$ cat src/rtl/mesl_pkg.sv
`timescale 1ns / 1ps
// ----------------------------------------------------------------------------
// mesl_pkg - shared types and constants
// Register map, configuration bundle and widths for the motion enable
// switch logic.
// ----------------------------------------------------------------------------
package mesl_pkg;

	localparam int CntW   = 16;
	localparam int DataW  = 32;
	localparam int AddrW  = 3;

	// register indexes (byte address = 4 * index)
	typedef enum logic [0:0] {
		REG_COOLDOWN   = 1'b0,
		REG_START_HOLD = 1'b1
	} mesl_reg_t;

	localparam logic [CntW-1:0] CooldownReset  = 16'd1000;
	localparam logic [CntW-1:0] StartHoldReset = 16'd500;

	typedef struct packed {
		logic [CntW-1:0] cooldown_ticks;
		logic [CntW-1:0] start_hold_ticks;
	} mesl_cfg_t;

endpackage

$ cat src/rtl/mesl_in_if.sv
`timescale 1ns / 1ps
// ----------------------------------------------------------------------------
// mesl_in_if - input item channel
// Valid/ready channel carrying one control tick of switch and request levels.
// ----------------------------------------------------------------------------
interface mesl_in_if;
	logic valid;
	logic ready;
	logic switch_pressed;
	logic switch_panic;
	logic motion_active;
	logic extra_enable;
	logic extra_disable;

	modport source (
		output valid, switch_pressed, switch_panic, motion_active,
		       extra_enable, extra_disable,
		input  ready
	);
	modport sink (
		input  valid, switch_pressed, switch_panic, motion_active,
		       extra_enable, extra_disable,
		output ready
	);
endinterface

$ cat src/rtl/mesl_out_if.sv
`timescale 1ns / 1ps
// ----------------------------------------------------------------------------
// mesl_out_if - result channel
// Valid/ready channel carrying the stop and enable commands of one tick.
// ----------------------------------------------------------------------------
interface mesl_out_if;
	logic valid;
	logic ready;
	logic soft_stop;
	logic enable_motion;

	modport source (
		output valid, soft_stop, enable_motion,
		input  ready
	);
	modport sink (
		input  valid, soft_stop, enable_motion,
		output ready
	);
endinterface

$ cat src/rtl/mesl_cfg_regs.sv
`timescale 1ns / 1ps
// ----------------------------------------------------------------------------
// mesl_cfg_regs - configuration registers
// APB-style write/read of the cooldown and start-hold tick counts.
// ----------------------------------------------------------------------------
module mesl_cfg_regs (
	input  logic                        clk,
	input  logic                        arst_n,
	input  logic                        psel,
	input  logic                        penable,
	input  logic                        pwrite,
	input  logic [mesl_pkg::AddrW-1:0]  paddr,
	input  logic [mesl_pkg::DataW-1:0]  pwdata,
	output logic [mesl_pkg::DataW-1:0]  prdata,
	output logic                        pready,
	output mesl_pkg::mesl_cfg_t         cfg
);
	import mesl_pkg::*;

	logic [CntW-1:0] cooldown_q;
	logic [CntW-1:0] start_hold_q;
	logic            wr_en;
	mesl_reg_t       reg_sel;

	assign pready  = 1'b1;
	assign wr_en   = psel && penable && pwrite && pready;
	// word index; low byte-offset bits are ignored
	assign reg_sel = mesl_reg_t'(paddr[2]);

	always_ff @(posedge clk or negedge arst_n) begin
		if (!arst_n) begin
			cooldown_q   <= CooldownReset;
			start_hold_q <= StartHoldReset;
		end else if (wr_en) begin
			case (reg_sel)
				REG_COOLDOWN:   cooldown_q   <= pwdata[CntW-1:0];
				REG_START_HOLD: start_hold_q <= pwdata[CntW-1:0];
				default: ;
			endcase
		end
	end

	always_comb begin
		case (reg_sel)
			REG_COOLDOWN:   prdata = {{(DataW-CntW){1'b0}}, cooldown_q};
			REG_START_HOLD: prdata = {{(DataW-CntW){1'b0}}, start_hold_q};
			default:        prdata = '0;
		endcase
	end

	assign cfg.cooldown_ticks   = cooldown_q;
	assign cfg.start_hold_ticks = start_hold_q;

endmodule

$ cat src/rtl/mesl_core.sv
`timescale 1ns / 1ps
// ----------------------------------------------------------------------------
// mesl_core - decision logic and tick state
// Edge detects, cooldown lockout and hold-to-start counters; computes the
// stop/enable commands of a tick and advances state when the tick transfers.
// ----------------------------------------------------------------------------
module mesl_core (
	input  logic                clk,
	input  logic                arst_n,
	input  logic                tick,
	input  logic                switch_pressed,
	input  logic                switch_panic,
	input  logic                motion_active,
	input  logic                extra_enable,
	input  logic                extra_disable,
	input  mesl_pkg::mesl_cfg_t cfg,
	output logic                soft_stop,
	output logic                enable_motion
);
	import mesl_pkg::*;

	logic            prev_pressed_q;
	logic            prev_panic_q;
	logic            prev_active_q;
	logic            prev_ext_en_q;
	logic [CntW-1:0] hold_q;
	logic [CntW-1:0] cooldown_q;

	logic [CntW-1:0] hold_d;
	logic [CntW-1:0] cooldown_d;
	logic            stop;
	logic            enable;
	logic            changed;

	assign changed = (switch_pressed != prev_pressed_q) || (switch_panic != prev_panic_q);

	always_comb begin
		hold_d     = hold_q;
		cooldown_d = cooldown_q;
		stop       = 1'b0;
		enable     = 1'b0;
		if (cooldown_q != '0) begin
			cooldown_d = cooldown_q - 1'b1;
			hold_d     = '0;
		end else if ((prev_active_q && !motion_active) || switch_panic) begin
			hold_d     = '0;
			cooldown_d = cfg.cooldown_ticks;
			stop       = 1'b1;
		end else if (changed && switch_pressed) begin
			if (!motion_active) begin
				hold_d = cfg.start_hold_ticks;
			end else begin
				stop       = 1'b1;
				hold_d     = '0;
				cooldown_d = cfg.cooldown_ticks;
			end
		end else if (!switch_pressed) begin
			hold_d = '0;
		end else if (hold_q != '0) begin
			hold_d = hold_q - 1'b1;
			enable = (hold_q == CntW'(1));
		end
		if (extra_enable && !prev_ext_en_q) begin
			enable = 1'b1;
		end
		if (extra_disable) begin
			stop = 1'b1;
		end
	end

	assign soft_stop     = stop;
	assign enable_motion = enable && !stop;

	always_ff @(posedge clk or negedge arst_n) begin
		if (!arst_n) begin
			prev_pressed_q <= 1'b0;
			prev_panic_q   <= 1'b0;
			prev_active_q  <= 1'b0;
			prev_ext_en_q  <= 1'b0;
			hold_q         <= '0;
			cooldown_q     <= '0;
		end else if (tick) begin
			prev_pressed_q <= switch_pressed;
			prev_panic_q   <= switch_panic;
			prev_active_q  <= motion_active;
			prev_ext_en_q  <= extra_enable;
			hold_q         <= hold_d;
			cooldown_q     <= cooldown_d;
		end
	end

endmodule

$ cat src/rtl/motion_enable_switch_logic.sv
`timescale 1ns / 1ps
// ----------------------------------------------------------------------------
// motion_enable_switch_logic - enabling switch to stop/enable commands
// Turns enabling switch, motion status and external request levels into
// soft stop and motion enable commands with cooldown and hold-to-start.
// ----------------------------------------------------------------------------
// Usage:
//   item   : one control tick per transfer (switch_pressed, switch_panic,
//            motion_active, extra_enable, extra_disable).
//   result : exactly one transfer per item (soft_stop, enable_motion); the
//            two are never both high.
//   APB    : register 0 at 0x0 = cooldown_ticks (reset 1000), register 1
//            at 0x4 = start_hold_ticks (reset 500), low 16 bits kept.
//            Write only while no item is in flight.
// Latency: the result is valid the cycle after the item transfers.
// Throughput: one item per cycle; the decision logic is a single pass of
//   edge detects, two 16-bit decrements and a priority select, registered
//   into one output stage.
// Stall: item.ready follows "output stage empty or being taken", so a
//   stalled receiver holds the result and blocks new items; nothing is lost.
// Reset: arst_n clears edge history, counters and the output valid; config
//   returns to its reset values. No clearing pass.
// ----------------------------------------------------------------------------
module motion_enable_switch_logic (
	input  logic                        clk,
	input  logic                        arst_n,
	mesl_in_if.sink                     item,
	mesl_out_if.source                  result,
	input  logic                        psel,
	input  logic                        penable,
	input  logic                        pwrite,
	input  logic [mesl_pkg::AddrW-1:0]  paddr,
	input  logic [mesl_pkg::DataW-1:0]  pwdata,
	output logic [mesl_pkg::DataW-1:0]  prdata,
	output logic                        pready
);
	import mesl_pkg::*;

	mesl_cfg_t cfg;
	logic      tick;
	logic      stop_c;
	logic      enable_c;
	logic      valid_q;
	logic      soft_stop_q;
	logic      enable_motion_q;

	mesl_cfg_regs u_cfg (
		.clk     (clk),
		.arst_n  (arst_n),
		.psel    (psel),
		.penable (penable),
		.pwrite  (pwrite),
		.paddr   (paddr),
		.pwdata  (pwdata),
		.prdata  (prdata),
		.pready  (pready),
		.cfg     (cfg)
	);

	// accept whenever the output stage is free or drains this cycle
	assign item.ready = !valid_q || result.ready;
	assign tick       = item.valid && item.ready;

	mesl_core u_core (
		.clk            (clk),
		.arst_n         (arst_n),
		.tick           (tick),
		.switch_pressed (item.switch_pressed),
		.switch_panic   (item.switch_panic),
		.motion_active  (item.motion_active),
		.extra_enable   (item.extra_enable),
		.extra_disable  (item.extra_disable),
		.cfg            (cfg),
		.soft_stop      (stop_c),
		.enable_motion  (enable_c)
	);

	// output stage
	always_ff @(posedge clk or negedge arst_n) begin
		if (!arst_n) begin
			valid_q <= 1'b0;
		end else if (tick) begin
			valid_q <= 1'b1;
		end else if (result.ready) begin
			valid_q <= 1'b0;
		end
	end

	always_ff @(posedge clk) begin
		if (tick) begin
			soft_stop_q     <= stop_c;
			enable_motion_q <= enable_c;
		end
	end

	assign result.valid         = valid_q;
	assign result.soft_stop     = soft_stop_q;
	assign result.enable_motion = enable_motion_q;

	// every accepted tick produces a result next cycle
	a_tick_result: assert property (@(posedge clk) disable iff (!arst_n)
		tick |=> result.valid)
		else $error("accepted item produced no result");

	// stop outranks enable
	a_exclusive: assert property (@(posedge clk) disable iff (!arst_n)
		result.valid |-> !(result.soft_stop && result.enable_motion))
		else $error("soft_stop and enable_motion both set");

	// external disable always yields a stop
	a_ext_disable: assert property (@(posedge clk) disable iff (!arst_n)
		(tick && item.extra_disable) |=> (result.valid && result.soft_stop))
		else $error("extra_disable did not command a stop");

endmodule

$ cat src/flat_wrapper.sv
// flat-port wrapper written by rule: the top's interface ports become plain ports
module motion_enable_switch_logic_flat import mesl_pkg::*;
  (clk, arst_n, psel, penable, pwrite, paddr, pwdata, prdata, pready, item_valid, item_switch_pressed, item_switch_panic, item_motion_active, item_extra_enable, item_extra_disable, item_ready, result_valid, result_soft_stop, result_enable_motion, result_ready);
  mesl_in_if item_i ();
  mesl_out_if result_i ();
  input  logic clk;
  input  logic arst_n;
  input  logic psel;
  input  logic penable;
  input  logic pwrite;
  input  logic [mesl_pkg::AddrW-1:0] paddr;
  input  logic [mesl_pkg::DataW-1:0] pwdata;
  output logic [mesl_pkg::DataW-1:0] prdata;
  output logic pready;
  input wire logic [$bits(item_i.valid)-1:0] item_valid;
  input wire logic [$bits(item_i.switch_pressed)-1:0] item_switch_pressed;
  input wire logic [$bits(item_i.switch_panic)-1:0] item_switch_panic;
  input wire logic [$bits(item_i.motion_active)-1:0] item_motion_active;
  input wire logic [$bits(item_i.extra_enable)-1:0] item_extra_enable;
  input wire logic [$bits(item_i.extra_disable)-1:0] item_extra_disable;
  output wire logic [$bits(item_i.ready)-1:0] item_ready;
  output wire logic [$bits(result_i.valid)-1:0] result_valid;
  output wire logic [$bits(result_i.soft_stop)-1:0] result_soft_stop;
  output wire logic [$bits(result_i.enable_motion)-1:0] result_enable_motion;
  input wire logic [$bits(result_i.ready)-1:0] result_ready;
  assign item_i.valid = item_valid;
  assign item_i.switch_pressed = item_switch_pressed;
  assign item_i.switch_panic = item_switch_panic;
  assign item_i.motion_active = item_motion_active;
  assign item_i.extra_enable = item_extra_enable;
  assign item_i.extra_disable = item_extra_disable;
  assign item_ready = item_i.ready;
  assign result_valid = result_i.valid;
  assign result_soft_stop = result_i.soft_stop;
  assign result_enable_motion = result_i.enable_motion;
  assign result_i.ready = result_ready;
  motion_enable_switch_logic u_core (.clk(clk), .arst_n(arst_n), .item(item_i), .result(result_i), .psel(psel), .penable(penable), .pwrite(pwrite), .paddr(paddr), .pwdata(pwdata), .prdata(prdata), .pready(pready));
endmodule
$ cat config.mk
export PLATFORM = sky130hd
export DESIGN_NAME = motion_enable_switch_logic_flat
export DESIGN_NICKNAME = d
export VERILOG_FILES = /design/src/rtl/mesl_pkg.sv /design/src/rtl/mesl_in_if.sv /design/src/rtl/mesl_out_if.sv /design/src/rtl/mesl_cfg_regs.sv /design/src/rtl/mesl_core.sv /design/src/rtl/motion_enable_switch_logic.sv /design/src/flat_wrapper.sv
export SDC_FILE = /design/constraint.sdc
export NUM_CORES = 1
export LEC_CHECK = 0
export CAP_MARGIN = 15
export CORE_MARGIN = 1.5
export CORE_UTILIZATION = 55
export DETAILED_ROUTE_END_ITERATION = 10
export DONT_BUFFER_PORTS = 1
export PLACE_DENSITY_LB_ADDON = 0.3
export SLEW_MARGIN = 30
export SYNTH_ARGS = -nofsm -noshare
export SYNTH_HDL_FRONTEND = slang
export SYNTH_SLANG_ARGS = --single-unit
$ cat constraint.sdc
create_clock -name clk -period 2.2 [get_ports clk]
set_input_delay 0.44 -clock clk [delete_from_list [all_inputs] [get_ports clk]]
set_output_delay 0.44 -clock clk [all_outputs]
set_load 0.005 [all_outputs]
==> results.py <==
metrics = {
    "worst_setup_path": {
        "required_ns": 2.45,
        "worstSetupStartpointType": "flop",
        "worstSetupPathType": "reg2reg",
        "critPathArrivalTime_ns": 2.65,
        "crit_fanout": 11,
        "critPathCaptureType": "flop",
    },
    "pwr": {
        "leakage_nw": 2.13,
        "power_density_nw_per_um2": 921,
        "ir_drop_mv": 0.655,
    },
    "placement": {
        "place_hpwl_um": 6960,
        "gp_congestion": 0.828,
        "port_buffers": 0,
        "dp_slack_ns": -0.193,
    },
    "route": {
        "via_per_inst": 6.15,
        "drc": 0,
        "wl_um": 10500,
        "drt_pre_antenna_iters": 5,
        "drt_iter0_drc": 246,
        "wire_per_inst_um": 18.7,
        "dr_total_vias": 3448,
        "ant_nets": 0,
    },
    "synthesis": {
        "ys.flop_type": "dfrtp_1",
        "synth.distinct_cells": 61,
        "yosys_warnings": 0,
        "synth_area_per_cell_um2": 9.77,
        "async_flop_share_pct": 97.2,
        "synthCells": 410,
        "yosysSeqAreaShare_pct": 45.0,
        "synth_edf_count": 2,
        "synth_area_leaders": "dfrtp_1 36%, mux2_2 13%, dfstp_2 7.9%",
        "synth_top_area_share_pct": 35.6,
        "yosys.area.top_type": "dfrtp_1",
        "syn_area_um2": 4010,
        "synth-seq-cells": 71,
    },
    "clock_network": {
        "cts_buffer_depth": 2,
        "cts_tree": "yes",
        "root_buffer": "clkbuf_8",
        "cts_sinks": 71,
        "cts_buffers": 9,
        "clkSlewWorstSetupHoldPaths_ns": 0.08,
        "cts_max_level": 3,
        "clkLatencyLatePin_ns": 0.36,
    },
    "sta": {
        "maxSlewViolCount": 0,
        "setup_viol": 24,
        "relSlewSlack_pct": 59.6,
        "rsz0062_at_grt": "true",
        "fin_ws_ns": -0.192,
        "holdWs_ns": 0.181,
        "worst_slew_pin_slew_ns": 0.606,
        "period_share_pct": 109,
        "post-route-min-period_ns": 2.39,
        "fin_skew_ns": 0.0119,
        "hold_viol_final": 0,
        "max_freq_ghz": 0.418,
    },
    "final_layout": {
        "n_fill_cell": 506,
        "drive_gt1_share_pct": 39.8,
        "fin_util_pct": 71.8,
        "diodes": 0,
        "regArea_um2": 1800,
        "multi_input_area_um2": 2230,
        "area_growth_syn_to_layout_pct": 23.8,
        "fin_nets": 511,
    },
    "global_route": {
        "grt_pass1_wl_um": 16000,
        "grt_pass1_vias": 3251,
        "grt-ovfl-total": 0,
        "grt_max_degree": 70,
        "grt.total_usage_pct": 27.5,
        "antenna_found_initial": 0,
    },
    "min_path": {
        "hold_path_class": "in2reg",
    },
    "floorplanning": {
        "die_height_um": 88.3,
        "start_util_pct": 58.0,
        "dieArea_um2": 7800,
        "pin_count": 84,
        "die_width_um": 88.3,
        "core_um2": 6910,
        "rows": 30,
    },
    "flow_run": {
        "cap_violations": 0,
    },
    "status": {
        "status": "complete, but fails checks",
        "violations": "negative setup slack",
    },
}
-- worst paths after layout --
check / from / slack [ns] / cells past startpoint / to
min in group asynchronous: arst_n / 0.64 / 2 / u_core.u_core.hold_q[15]$_DFFE_PN0P_
max: u_core.u_core.cooldown_q[7]$_DFFE_PN0P_ / -0.19 / 7 / u_core.u_core.hold_q[8]$_DFFE_PN0P_
max reg2reg: u_core.u_core.cooldown_q[7]$_DFFE_PN0P_ / -0.19 / 7 / u_core.u_core.hold_q[8]$_DFFE_PN0P_
max in group asynchronous: arst_n / 1.22 / 2 / u_core.u_cfg.start_hold_q[7]$_DFFE_PN1P_
min reg2reg: u_core.u_core.prev_active_q$_DFFE_PN0P_ / 0.49 / 2 / u_core.u_core.prev_active_q$_DFFE_PN0P_
min: item_switch_panic / 0.18 / 2 / u_core.u_core.prev_panic_q$_DFFE_PN0P_
-- critical path: stages, from the launching register on --
cell and delay [ns]:
dfrtp_1 0.40, or4_4 0.56, or2_4 0.25, or4_4 0.47, o21ai_4 0.21, buf_12 0.15, a21oi_1 0.04, o22a_1 0.19
-- cells in the mapped netlist (8+ instances only) --
cell type	number
a21oi_1	42
buf_4	17
clkbuf_1	13
dfrtp_1	57
dfstp_2	12
inv_1	12
mux2_2	48
nand2_1	41
nand4_1	8
nor2_1	15
nor3_1	19
o21ai_0	15
o21ai_1	11
-- where the power goes --
part | internal (mW) | switching [mW]
clock network | 0.651 | 0.546
registers | 1.64 | 0.313
logic | 0.688 | 0.722
-- metrics by stage --
step / setup TNS, ns / instance area (um2) / instances / total power [mW]
detailed placement: -1.94 / 4380 / 533 / 3.13
global placement: -1.36 / 4380 / 533 / 3.07
CTS: -1.96 / 4760 / 556 / 4.42
floorplan: -0.591 / 4090 / 425 / 2.67
finish: -2.52 / 4960 / 561 / 4.56
global route: -3.93 / 4960 / 561 / 4.80
-- layout by cell type, fill, tap and decap left out, drive strengths merged, types with 5 or more instances in the layout --
master  count
dfrtp      57
buf        55
mux2       48
a21oi      42
nand2      41
o21ai      27
nor3       19
conb       17
nor2       16
inv        15
dfstp      12
clkbuf     11
nand4       8
or4         7
nand3       7
nor4        7
or2         6
o211ai      5
o22ai       5
-- state kept, by name, summed over array words and instances (netlist names), 16 cells and up --
signal	count
u_core.u_cfg.cooldown_q	16
u_core.u_cfg.start_hold_q	16
u_core.u_core.hold_q	16
u_core.u_core.cooldown_q	16
-- metal layers --
| metal | global-route usage (%) | vias to the layer above | routed length [um] |
|---|---|---|---|
| met1 | 34.5 | 1707 | 4320 |
| li1 | - | 1568 | - |
| met4 | 11.8 | 0 | 271 |
| met2 | 45.3 | 150 | 5190 |
| met3 | 7.18 | 23 | 716 |
| met5 | 0 | - | 0 |
-- area by class of cell --
cell class | instances | area share, %
sequential | 71 | 36.3
timing repair buffer | 58 | 10.7
clock buffer | 9 | 2.50
inverter | 13 | 0.984
clock inverter | 7 | 2.07
multi-input combinational | 307 | 45.0
tap | 96 | 2.42
-- cell families (layout without fill, tap and decap cells) --
kind of cell	Yosys count	in the layout	synth area share [%]
buffers and inverters	47	87	6.25
adder cells (fa/ha/maj)	4	4	1.25
other	2	17	0.188
AO/OA/AOI/OAI	103	103	15.5
AND/OR/NAND/NOR	132	132	17.6
multiplexers	49	49	13.7
flip-flops	71	71	45.0
XOR/XNOR	2	2	0.437
-- repair_timing --
action,CTS,global route
buffers inserted,5,3
pin swaps,7,13
endpoints found under the hold margin,69,0
hold buffers,2,0
setup endpoints to repair,33,31
cloned,0,2
resized for setup,14,36
(Power assumes the default switching activity.)
